--- config.mk ---
export PLATFORM = sky130hd
export DESIGN_NAME = sias_cell
export DESIGN_NICKNAME = d
export VERILOG_FILES = /design/src/rtl/core/sias_pkg.sv /design/src/rtl/core/sias_cell.sv
export SDC_FILE = /design/constraint.sdc
export NUM_CORES = 1
export LEC_CHECK = 0
export BUFFER_PORTS_ARGS = -buffer_cell sky130_fd_sc_hd__buf_2
export CAP_MARGIN = 20
export CORE_AREA = 2 2 83 85
export DETAILED_ROUTE_END_ITERATION = 16
export DIE_AREA = 0 0 85 87
export PLACE_DENSITY_LB_ADDON = 0.25
export SYNTH_ARGS = -nofsm -noshare
export SYNTH_HDL_FRONTEND = slang
export SYNTH_SLANG_ARGS = --single-unit
--- constraint.sdc ---
create_clock -name clk -period 5.3 [get_ports clk]
set_input_delay 1.06 -clock clk [delete_from_list [all_inputs] [get_ports clk]]
set_output_delay 1.06 -clock clk [all_outputs]
set_load 0.02 [all_outputs]
--- src/rtl/core/sias_pkg.sv ---
// Shared constants and types for the stable integer argsort chain.
package sias_pkg;

  localparam int MAX_ITEMS = 64;
  localparam int KEY_WIDTH = 32;
  localparam int FIELD_KEY_W = 32;
  localparam int POS_W = 6;
  localparam int CNT_W = $clog2(MAX_ITEMS + 1);

  typedef struct packed {
    logic                        valid;
    logic signed [KEY_WIDTH-1:0] key;
    logic        [POS_W-1:0]     pos;
  } sias_entry_t;

  typedef struct packed {
    logic ins;    // insert the broadcast key into the chain
    logic shift;  // move every entry one cell toward the head
  } sias_ctl_t;

  typedef enum logic {
    ST_LOAD,
    ST_DRAIN
  } sias_state_t;

endpackage

--- src/rtl/core/sias_cell.sv ---
// One cell of the insertion chain: holds a single key and its load position.
module sias_cell
  import sias_pkg::*;
(
  input  logic        clk,
  input  logic        rst,
  input  sias_ctl_t   ctl,
  input  sias_entry_t new_ent,
  input  sias_entry_t prev_ent,
  input  logic        prev_greater,
  input  sias_entry_t next_ent,
  output sias_entry_t ent,
  output logic        greater
);

  logic                        valid;
  logic signed [KEY_WIDTH-1:0] key;
  logic        [POS_W-1:0]     pos;

  // Empty cells count as larger than any key; ties stay in front (stable).
  assign greater = !valid || ($signed(key) > $signed(new_ent.key));

  assign ent.valid = valid;
  assign ent.key   = key;
  assign ent.pos   = pos;

  always_ff @(posedge clk) begin
    if (rst) begin
      valid <= 1'b0;
    end else if (ctl.ins) begin
      if (prev_greater) begin
        valid <= prev_ent.valid;
      end else if (greater) begin
        valid <= 1'b1;
      end
    end else if (ctl.shift) begin
      valid <= next_ent.valid;
    end
  end

  always_ff @(posedge clk) begin
    if (ctl.ins) begin
      if (prev_greater) begin
        key <= prev_ent.key;
        pos <= prev_ent.pos;
      end else if (greater) begin
        key <= new_ent.key;
        pos <= new_ent.pos;
      end
    end else if (ctl.shift) begin
      key <= next_ent.key;
      pos <= next_ent.pos;
    end
  end

endmodule

==> Word-level counts from Yosys, hierarchy flattened <==
Cells that the tools add are included.
{ "totals": {"wordCells": 21, "register_bits": 39, "in_bits": 122} }
{ "op_classes": {"order_cmp": 1, "n_eq_ne": 1, "n_reduce_logical": 4, "mux": 12} }
{ "ops": {"columns": ["op", "count"], "rows": [
  ["$mux W32", 4],
  ["$gt A32 B32 Y1", 1],
  ["$mux W6", 4],
  ["$mux W1", 4],
  ["$ne A3 B1 Y1 const B", 1],
  ["$reduce_and A2 Y1", 1],
  ["$reduce_bool A2 Y1", 1],
  ["$logic_not A1 Y1", 1],
  ["$logic_or A1 B1 Y1", 1]
]} }

==> Depth between registers and ports, before layout <==
Gate-level depths: netlist of run 1.
{ "logic_depth": {"ltp_word": 5, "mapped_depth": 8, "depth_no_buf": 8} }

==> Least setup slack after synthesis of run 1 <==
OpenSTA, ideal clock, no wires.
{ "synth_path": {"kind": "in2reg", "startpoint": "in new_ent[29] (netlist bit)", "endpoint": "reg key[0], enable pin", "arrival_time_ps": 4071, "path_stages": 8, "slack_ps": 783, "path_cell_list": "inv_1 ha_1 a21oi_1 o21ai_1 a22oi_1 o211ai_1 a22o_1 a21oi_1"} }
{ "synth_between": {"elab_chain_cells": 4} }
{ "synth_rtl": {"columns": ["item", "line", "source"], "rows": [
  ["from (decl)", "sias_cell.sv:8", "input sias_entry_t new_ent,"],
  ["$gt A32 B32 Y1", "sias_cell.sv:21", "assign greater = !valid || ($signed(key) > $signed(new_ent.key));"],
  ["$logic_or A1 B1 Y1", "sias_cell.sv:21", null],
  ["$ne A3 B1 Y1 (no source line)", null, null],
  ["$reduce_and A2 Y1 (no source line)", null, null],
  ["to (signal assigned)", "sias_cell.sv:44", "key <= prev_ent.key;"],
  ["to (signal assigned)", "sias_cell.sv:47", "key <= new_ent.key;"],
  ["to (signal assigned)", "sias_cell.sv:51", "key <= next_ent.key;"],
  ["to (decl)", "sias_cell.sv:17", "logic signed [KEY_WIDTH-1:0] key;"]
]} }
Every way passes these cells.
A chain may end at the register's enable or synchronous reset.

==> Final worst setup path of run 1 <==
{ "layout_path": {"startpoint": "in new_ent[13] (netlist bit)", "endpoint": "out greater"} }
{ "layout_between": {"elab_chain_cells": 2} }
{ "layout_rtl": {"columns": ["item", "line", "source"], "rows": [
  ["$gt A32 B32 Y1", "sias_cell.sv:21", null],
  ["$logic_or A1 B1 Y1", "sias_cell.sv:21", null],
  ["to (decl)", "sias_cell.sv:13", "output logic greater"]
]} }
Every way passes these cells.

==> summary.md, run 1 <==
| Metric | Value |
|---|---|
| Multi-input gate area | 1480 um2 |
| Max VDD drop | 0.118 mV |
| Syn Inst Count | 293 |
| Clk slew on worst S/H paths | 0.08 ns |
| CP max stage delay | 0.32 ns |
| XOR/XNOR Fraction of Synth Area | 0% |
| Yosys reg bits | 39 |
| Worst hold slack | 0.781 ns |
| PortBufs | 160 |
| Final Skew | 0.0141 ns |
| Reg2reg setup slack | 2.43 ns |
| Synthesis Warnings | 0 |
| Drt pass-1 iters | 4 |
| Worst EP required | 4.24 ns |
| GP Congestion | 0.785 |
| CP max FO | 3 |
| CP dominant cell by count | buf_2 |
| Clock Path Buffers | 2 |
| Top cells by count, synth | a21oi_1, nor2_1, edfxtp_1, mux2i_1, inv_1 |
| Netlist cell types | 34 |
| Largest family of logic cells by synthesized area | adder cells |
| Outcome | finished, final reports clean |
| Fillers | 601 |
| First-pass GRT wire length | 11.8 mm |
| Hold Path Depth | 3 |
| Register area share after synthesis | 41.1% |
| Syn-to-layout area delta | 34.3% |
| Post-synthesis simple-gate area fraction | 10.6% |
| Mux cell area share after synthesis | 13.9% |
| Ports | 162 |
| Cells along the critical path | buf_2 > inv_1 > ha_1 > a21oi_1 > o21ai_0 > a221o_1 > o31a_1 > nor3_1 > o21ai_1 > buf_2 |
| Yosys top cell by area | edfxtp_1 |
| H-tree depth | 2 |
| TNS Setup | 0 ns |
| Complex-gate fraction of the synthesized area | 13.5% |
| Die area | 7400 um2 |
| Syn avg cell area | 9.63 um2 |
| Vias per cell | 5.00 |
| DRC violations left | 0 |
| Site Rows | 30 |
| RSZ-0062 raised after global routing | false |
| Final period util | 73.4% |
| Crit path time final | 3.89 ns |
| 1st-iter DRT viols | 76 |
| Least-Margin Pin Slew | 0.579 ns |
| Total of max-cap violations | 0 |
| Reg-to-reg endpoint | key[17] |
| Critical path class | input pin to primary output |
| PD cells | 232 nW/um2 |
| R2R Path Start | key[23] |
| Hold Vio Cnt, Final | 0 |
| Cts hold-fix bufs | 0 |
| Hold Startpoint | valid |
| Cts repair resizes | 0 |
| CTS tree | yes |
| CTS sink count | 39 |
| Largest net degree at the start of global routing | 49 |
| Post-synthesis adder-cell area fraction | 14.2% |
| Cells on worst reg2reg path | 7 |
| Fmax | 257 MHz |
| CTS root buf | clkbuf_8 |
| Synth Net Count | 447 |
| Core box area | 6570 um2 |
| Relative slew slack | 61.0% |
| Die height | 87 um |
| Final Slew Violations | 0 |
| Layout cells sized above 1 | 39.1% |
| Crit path DAT | 2.83 ns |
| Synth top area share | 40.4% |
| Hold crit path type | flop to flop |
| Hold Path Sink | valid |
| CP endpoint kind | primary output |
| Clock Latency Late Sink | 0.29 ns |
| Cells taking the most area after synthesis | edfxtp_1, ha_1, mux2i_1 |
| Asr flop ratio synth | 0% |
| CTS Buf Count | 5 |
| Final ANT Viol Nets | 0 |
| Most numerous cell in the Yosys netlist | a21oi_1 |
| GRT Total Usage | 20.1% |
| Antenna Cells | 0 |
| DP HPWL | 5.91 mm |
| Final net count | 603 |
| Post-synth EDFFs | 38 |
| Prevailing post-synth register cell | edfxtp_1 |
| Die W | 85 um |
| Vias | 2650 |
| GRT Residual Overflow | 0 |
| Avg WL per Cell | 13.7 um |
| Post-CTS Setup Bufs | 0 |
| Vias in the first global route | 2629 |
| Critical path launch point type | input pin |
| Finish-stage setup viols | 0 |
| Critical path's slowest cell | a221o_1 |
| Leakage | 0.00195 uW |
| Storage cell area | 1160 um2 |
| Routed WL | 7.26 mm |
| Initial core utilization | 43.0% |
| Initial antenna violation count | 0 |
| Mapped Area | 2820 um2 |
==> registers in the layout (all words and copies together) (netlist names) <==
name   count
key       32
pos        6
valid      1
==> through the flow <==
step,worst slack (ns),total power [uW],util (%),std cells,instance area (um2)
after floorplan,0.783,567,-,293,2820
after global placement,1.44,670,56.3,522,3700
after detailed placement,1.42,678,56.3,522,3700
after CTS,1.42,892,57.7,530,3790
after global routing,1.21,936,57.7,530,3790
final,1.41,878,57.7,530,3790
==> worst max-delay path by stage <==
stage	slack [ns]	cells past startpoint	startpoint	end
finish	1.41	10	new_ent[13]	greater
global placement	1.44	10	new_ent[13]	greater
detailed placement	1.42	10	new_ent[13]	greater
CTS	1.42	10	new_ent[13]	greater
floorplan	0.78	8	new_ent[29]	key[0]
global route	1.21	9	new_ent[36]	greater
==> logic make-up (layout without fill, tap and decap cells) <==
group / count (synthesis) / after routing
AND/OR/NAND/NOR: 68 / 68
multiplexers: 39 / 39
AO/OA/AOI/OAI: 67 / 67
adder cells (fa/ha/maj): 32 / 32
buffers and inverters: 48 / 205
flip-flops: 39 / 39
==> critical path: cells and delay by family <==
kind / cells / cell delay [ns]
AND/OR/NAND/NOR: 1 / 0.16
AO/OA/AOI/OAI: 5 / 1.00
buffers and inverters: 3 / 0.30
adder cells (fa/ha/maj): 1 / 0.31
==> metal layers <==
metal  routed length, um  track usage, %
met1                2970            23.1
met2                3870            38.0
met3                 374            4.64
met4                  48            4.47
met5                   0               0
==> cell usage in the layout, fill, tap and decap left out, drive strengths merged <==
cell type  synthesis  final
a2111oi            1      1
a211oi             1      1
a21o               1      1
a21oi             52     52
a221o              1      1
a22o               1      1
a22oi              1      1
and3b              1      1
buf                6    164
clkbuf             9      7
clkinv             0      1
dfxtp              1      1
edfxtp            38     38
ha                32     32
inv               33     33
mux2               1      1
mux2i             38     38
nand2              6      6
nand3              3      3
nand3b             1      1
nand4              8      8
nor2              43     43
nor2b              1      1
nor3               2      2
nor4               2      2
o211ai             2      2
o21ai              4      4
o22ai              1      1
o31a               1      1
o41ai              1      1
or2                1      1
==> power breakdown <==
part	internal, uW	switching, uW	total, uW
Sequential	378	15.4	394
Combinational	117	158	275
Clock	105	104	210
==> layout make-up <==
class	instances	area share, %
Sequential cell	39	30.6
Multi-Input combinational cell	206	39.1
Tap cell	80	2.64
Clock buffer	7	2.28
Timing Repair Buffer	164	21.9
Clock inverter	1	0.132
Inverter	33	3.27
Power figures use the tool's default switching activity.
==> inputs of run 2 (changes only) <==
==> constraint.sdc (replaced) <==
create_clock -name clk -period 3.66 [get_ports clk]
set_input_delay 0.732 -clock clk [delete_from_list [all_inputs] [get_ports clk]]
set_output_delay 0.732 -clock clk [all_outputs]
set_load 0.02 [all_outputs]
==> summary.md, run 2 (synthesized netlist as in run 1, its figures left out) <==
| Metric | Value |
|---|---|
| Avg WL per Cell | 13.7 um (+0.38%) |
| Fillers | 620 (+3.2%) |
| Final Slew Violations | 0 (unchanged) |
| Power share of the combinational group | 32.0% (+0.7 points) |
| Relative slew slack | 67.1% (+6.1 points) |
| Commonest non-fill, non-tap cell in the layout | buf_2 |
| First-pass GRT wire length | 11.5 mm (-2.2%) |
| Core box area | 6570 um2 (unchanged) |
| Net Sw Frac | 32.2% (+0.54 points) |
| Top flop regs | key: 32 flops, pos: 6 flops, valid: 1 flops |
| Least-Margin Pin Slew | 0.493 ns (-0.0866 ns) |
| DRC violations left | 0 (unchanged) |
| Design internal power | 847 uW (+41%) |
| Final ANT Viol Nets | 0 (unchanged) |
| Crit path DAT | 2.51 ns (-0.32 ns) |
| Die height | 87 um (unchanged) |
| Routed WL | 7.30 mm (+0.56%) |
| GRT Residual Overflow | 0 (unchanged) |
| Critical Path Start | new_ent[13] |
| RSZ-0062 raised after global routing | false |
| Die area | 7400 um2 (unchanged) |
| Overall power | 1250 uW (+42%) |
| CP max stage delay | 0.34 ns (+0.02 ns) |
| Largest net degree at the start of global routing | 45 (-8.2%) |
| Final net count | 604 (+0.17%) |
| Final Skew | 0.0112 ns (-0.00284 ns) |
| CP dominant cell by count | buf_2 |
| Die W | 85 um (unchanged) |
| CTS Buf Count | 5 (unchanged) |
| Fmax | 309 MHz |
| Hold Startpoint | rst |
| Dpl cells | 523 (+0.19%) |
| Initial antenna violation count | 0 (unchanged) |
| H-tree depth | 2 (unchanged) |
| Clock power share | 22.4% (-1.5 points) |
| Final period util | 88.5% |
| Worst hold slack | 0.595 ns (-0.187 ns) |
| Clock Path Buffers | 2 (unchanged) |
| Hold crit path type | input pin to flop |
| Antenna Cells | 0 (unchanged) |
| Leading cell types in the layout, fill and taps excluded | buf_2, a21oi_1, nor2_1, mux2i_1, edfxtp_1 |
| Ports | 162 (unchanged) |
| Critical path's slowest cell | o31a_1 |
| Max reg flops | 32 (unchanged) |
| Crit path time final | 3.24 ns |
| Initial core utilization | 43.0% (unchanged) |
| PortBufs | 160 (unchanged) |
| Drt pass-1 iters | 4 (unchanged) |
| Hold Vio Cnt, Final | 0 (unchanged) |
| Biggest register | key |
| Layout cells sized above 1 | 38.8% (-0.31 points) |
| CTS sink count | 39 (unchanged) |
| CP max FO | 3 (unchanged) |
| TNS Setup | 0 ns (unchanged) |
| Vias per cell | 5.11 (+2.1%) |
| Vias | 2712 (+2.3%) |
| Flop pwr share | 45.6% (+0.8 points) |
| Critical path class | input pin to primary output |
| CTS tree | yes |
| Delay-heaviest family, CP | compound AO/OA/AOI/OAI gates |
| Clk slew on worst S/H paths | 0.07 ns (about the same) |
| Clock Latency Late Sink | 0.29 ns (about the same) |
| Worst EP required | 2.93 ns (-1.31 ns) |
| Leakage | 0.00195 uW (-0.11%) |
| CTS root buf | clkbuf_8 |
| 1st-iter DRT viols | 95 (+25%) |
| Cts hold-fix bufs | 0 (unchanged) |
| Worst path bufs/invs | 3 (unchanged) |
| R2R Path Start | key[25] |
| Final cell count without fillers | 531 (+0.19%) |
| Cts repair resizes | 0 (unchanged) |
| Critical path launch point type | input pin |
| DP HPWL | 5.87 mm (-0.58%) |
| Sw Pwr | 402 uW (+45%) |
| Site Rows | 30 (unchanged) |
| PD cells | 330 nW/um2 (+42%) |
| Cells along the critical path | buf_2 > inv_1 > ha_1 > a21oi_1 > o21ai_0 > a221o_1 > o31a_1 > nor3_1 > o21ai_1 > buf_2 |
| Outcome | finished, final reports clean |
| GRT Total Usage | 19.5% (-0.59 points) |
| Finish-stage setup viols | 0 (unchanged) |
| Vias in the first global route | 2600 (-1.1%) |
| Total of max-cap violations | 0 (unchanged) |
| Post-CTS Setup Bufs | 0 (unchanged) |
| CP endpoint kind | primary output |
| Syn-to-layout area delta | 34.2% (about the same) |
| GP Congestion | 0.752 (-4.3%) |
| Max VDD drop | 0.148 mV (+25%) |
-- run 2: stage by stage --
| step | cell area (um2) | util (%) | worst slack, ns |
|---|---|---|---|
| 6_report | 3790 | 57.7 | 0.422 |
| 5_1_grt | 3790 | 57.7 | 0.222 |
| 4_1_cts | 3790 | 57.7 | 0.422 |
| 3_5_place_dp | 3710 | 56.4 | 0.401 |
| 3_3_place_gp | 3710 | 56.4 | 0.410 |
| 2_1_floorplan | 2830 | - | 0.313 |
-- run 2: worst paths after layout --
kind              slack, ns  depth (start not counted)       to
hold / removal         0.59                          2    valid
setup / recovery       0.42                         10  greater
hold reg to reg        0.77                          3    valid
setup reg to reg       0.88                          8  key[11]
-- run 2: area by class of cell --
type / count / area (um2) / area share [%]
Multi-Input combinational cell: 206 / 1480 / 39.2
Timing Repair Buffer: 165 / 838 / 22.1
Clock inverter: 2 / 7.51 / 0.198
Tap cell: 80 / 100 / 2.64
Clock buffer: 6 / 72.6 / 1.92
Sequential cell: 39 / 1160 / 30.7
Inverter: 33 / 124 / 3.27
-- run 2: layer usage --
layer | global-route usage, % | up-vias | share of wire (%)
li1 | - | 1373 | -
met1 | 22.7 | 1250 | 41
met2 | 36.8 | 87 | 53
met3 | 4.36 | 2 | 5.6
met4 | 3.90 | 0 | 0.44
met5 | 0 | - | 0
-- run 2: power by group through the flow --
stage / Combinational (uW) / Sequential (uW) / Clock (uW)
global route: 445 / 576 / 304
global placement: 391 / 577 / 0
CTS: 404 / 571 / 292
floorplan: 185 / 636 / 0
finish: 399 / 570 / 280
detailed placement: 402 / 581 / 0
==> inputs of run 3 (changes only) <==
--- a/config.mk
+++ b/config.mk
@@ -7,10 +7,10 @@
 export LEC_CHECK = 0
 export BUFFER_PORTS_ARGS = -buffer_cell sky130_fd_sc_hd__buf_2
 export CAP_MARGIN = 20
-export CORE_AREA = 2 2 83 85
+export CORE_AREA = 2 2 98 72
 export DETAILED_ROUTE_END_ITERATION = 16
-export DIE_AREA = 0 0 85 87
-export PLACE_DENSITY_LB_ADDON = 0.25
+export DIE_AREA = 0 0 100 74
+export PLACE_DENSITY_LB_ADDON = 0.2
 export SYNTH_ARGS = -nofsm -noshare
 export SYNTH_HDL_FRONTEND = slang
 export SYNTH_SLANG_ARGS = --single-unit
==> summary.md, run 3 (synthesized netlist as in run 1, its figures left out) <==
| Metric | Value |
|---|---|
| Final ANT Viol Nets | 0 (unchanged) |
| Core box area | 6510 um2 (-0.95%) |
| Biggest register | key |
| CTS root buf | clkbuf_8 |
| Critical path launch point type | input pin |
| Fmax | 307 MHz (-0.59%) |
| Cells on worst reg2reg path | 8 (unchanged) |
| Die height | 74 um (-15%) |
| Initial antenna violation count | 0 (unchanged) |
| Post-CTS Setup Bufs | 0 (unchanged) |
| Clock Path Buffers | 2 (unchanged) |
| First-pass GRT wire length | 11.5 mm (-0.24%) |
| Antenna Cells | 0 (unchanged) |
| Worst EP required | 2.93 ns (about the same) |
| R2R Path Start | key[1] |
| Vias | 2590 (-4.5%) |
| Final Skew | 0.00841 ns (-0.00282 ns) |
| CTS sink count | 39 (unchanged) |
| Final Slew Violations | 0 (unchanged) |
| Final period util | 89.0% (+0.52 points) |
| Ports | 162 (unchanged) |
| Critical path class | input pin to primary output |
| Clock Latency Late Sink | 0.29 ns (about the same) |
| Largest net degree at the start of global routing | 65 (+44%) |
| Commonest non-fill, non-tap cell in the layout | buf_2 |
| Site Rows | 25 (-17%) |
| Crit path DAT | 2.52 ns (about the same) |
| Routed WL | 7.40 mm (+1.4%) |
| Initial core utilization | 43.4% (+0.41 points) |
| Die area | 7400 um2 (about the same) |
| Leading cell types in the layout, fill and taps excluded | buf_2, a21oi_1, nor2_1, mux2i_1, edfxtp_1 |
| PortBufs | 160 (unchanged) |
| CP endpoint kind | primary output |
| DP HPWL | 6.04 mm (+2.9%) |
| Outcome | finished, final reports clean |
| Dpl cells | 523 (unchanged) |
| RSZ-0062 raised after global routing | false |
| Max reg flops | 32 (unchanged) |
| Cts hold-fix bufs | 0 (unchanged) |
| Finish-stage setup viols | 0 (unchanged) |
| Cts repair resizes | 0 (unchanged) |
| Crit path time final | 3.26 ns (+0.0191 ns) |
| Total of max-cap violations | 0 (unchanged) |
| CTS Buf Count | 5 (unchanged) |
| Leakage | 0.00195 uW (about the same) |
| Hold crit path type | input pin to flop |
| Critical Path End | greater |
| Die W | 100 um (+18%) |
| Top flop regs | key: 32 flops, pos: 6 flops, valid: 1 flops |
| CTS tree | yes |
| PD cells | 332 nW/um2 (+0.58%) |
| Reg-to-reg endpoint | key[24] |
| Least-Margin Pin Slew | 0.755 ns (+0.262 ns) |
| Clk slew on worst S/H paths | 0.07 ns (about the same) |
| GRT Residual Overflow | 0 (unchanged) |
| Relative slew slack | 49.6% (-18 points) |
| GRT Total Usage | 19.8% (+0.24 points) |
| Syn-to-layout area delta | 34.1% (about the same) |
| Avg WL per Cell | 13.9 um (+1.4%) |
| Final net count | 603 (-0.17%) |
| Reg2reg setup slack | 0.72 ns (-0.16 ns) |
| TNS Setup | 0 ns (unchanged) |
| Final cell count without fillers | 531 (unchanged) |
| Layout cells sized above 1 | 39.3% (+0.53 points) |
| GP Congestion | 0.814 (+8.3%) |
| Critical Path Start | new_ent[13] |
| Max VDD drop | 0.197 mV (+33%) |
| DRC violations left | 0 (unchanged) |
| Hold Vio Cnt, Final | 0 (unchanged) |
| Vias in the first global route | 2460 (-5.4%) |
| Vias per cell | 4.88 (-4.5%) |
| Drt pass-1 iters | 4 (unchanged) |
| H-tree depth | 2 (unchanged) |
| CP max FO | 3 (unchanged) |
| 1st-iter DRT viols | 44 (-54%) |
run 3: area by class of cell:
type	count	area, um2
fillers	609	2720
repair buffers	164	831
inverters	33	124
well taps	81	101
flip-flops and latches	39	1160
clock inverters	3	15.0
multi-input cells	206	1480
clock buffers	5	68.8
run 3: power by group:
part           internal (uW)  switching, uW  leakage [uW]
Combinational            170            232       0.00152
Clock                    131            152     0.0000477
Sequential               548           23.9      0.000386
run 3: how the worst min path moves through the flow:
stage	startpoint	endpoint	slack (ns)	depth (start not counted)
2_1_floorplan	valid	valid	0.65	3
3_3_place_gp	valid	valid	0.73	3
3_5_place_dp	valid	valid	0.73	3
4_1_cts	rst	valid	0.59	2
5_1_grt	rst	valid	0.59	2
6_report	rst	valid	0.60	2
run 3: per-stage QoR:
stage                     util, %  cell area, um2  worst slack [ns]  hold slack (ns)  power [uW]
after floorplan                 -            2830             0.313            0.653         821
after global placement       56.9            3700             0.261            0.726         972
after detailed placement     56.9            3700             0.220            0.727         987
after CTS                    58.2            3780             0.397            0.587        1270
after global routing         58.2            3780             0.304            0.586        1340
final                        58.2            3780             0.403            0.596        1260
run 3: per-layer routing:
metal  vias to the layer above  global-route usage [%]  wire (um)  part of all wire (%)
met5                         -                       0          0                     0
met4                         0                    3.20         19                  0.26
met2                        82                    35.6       3550                    48
met3                         2                    4.89        469                   6.3
li1                       1370                       -          -                     -
met1                      1136                    25.0       3360                    45
run 3: worst max-delay path, cell delays in order:
cell     delay [ns]
buf_2          0.09
inv_1          0.04
ha_1           0.31
a21oi_1        0.15
o21ai_0        0.15
a221o_1        0.33
o31a_1         0.33
nor3_1         0.14
o21ai_1        0.08
buf_2          0.17
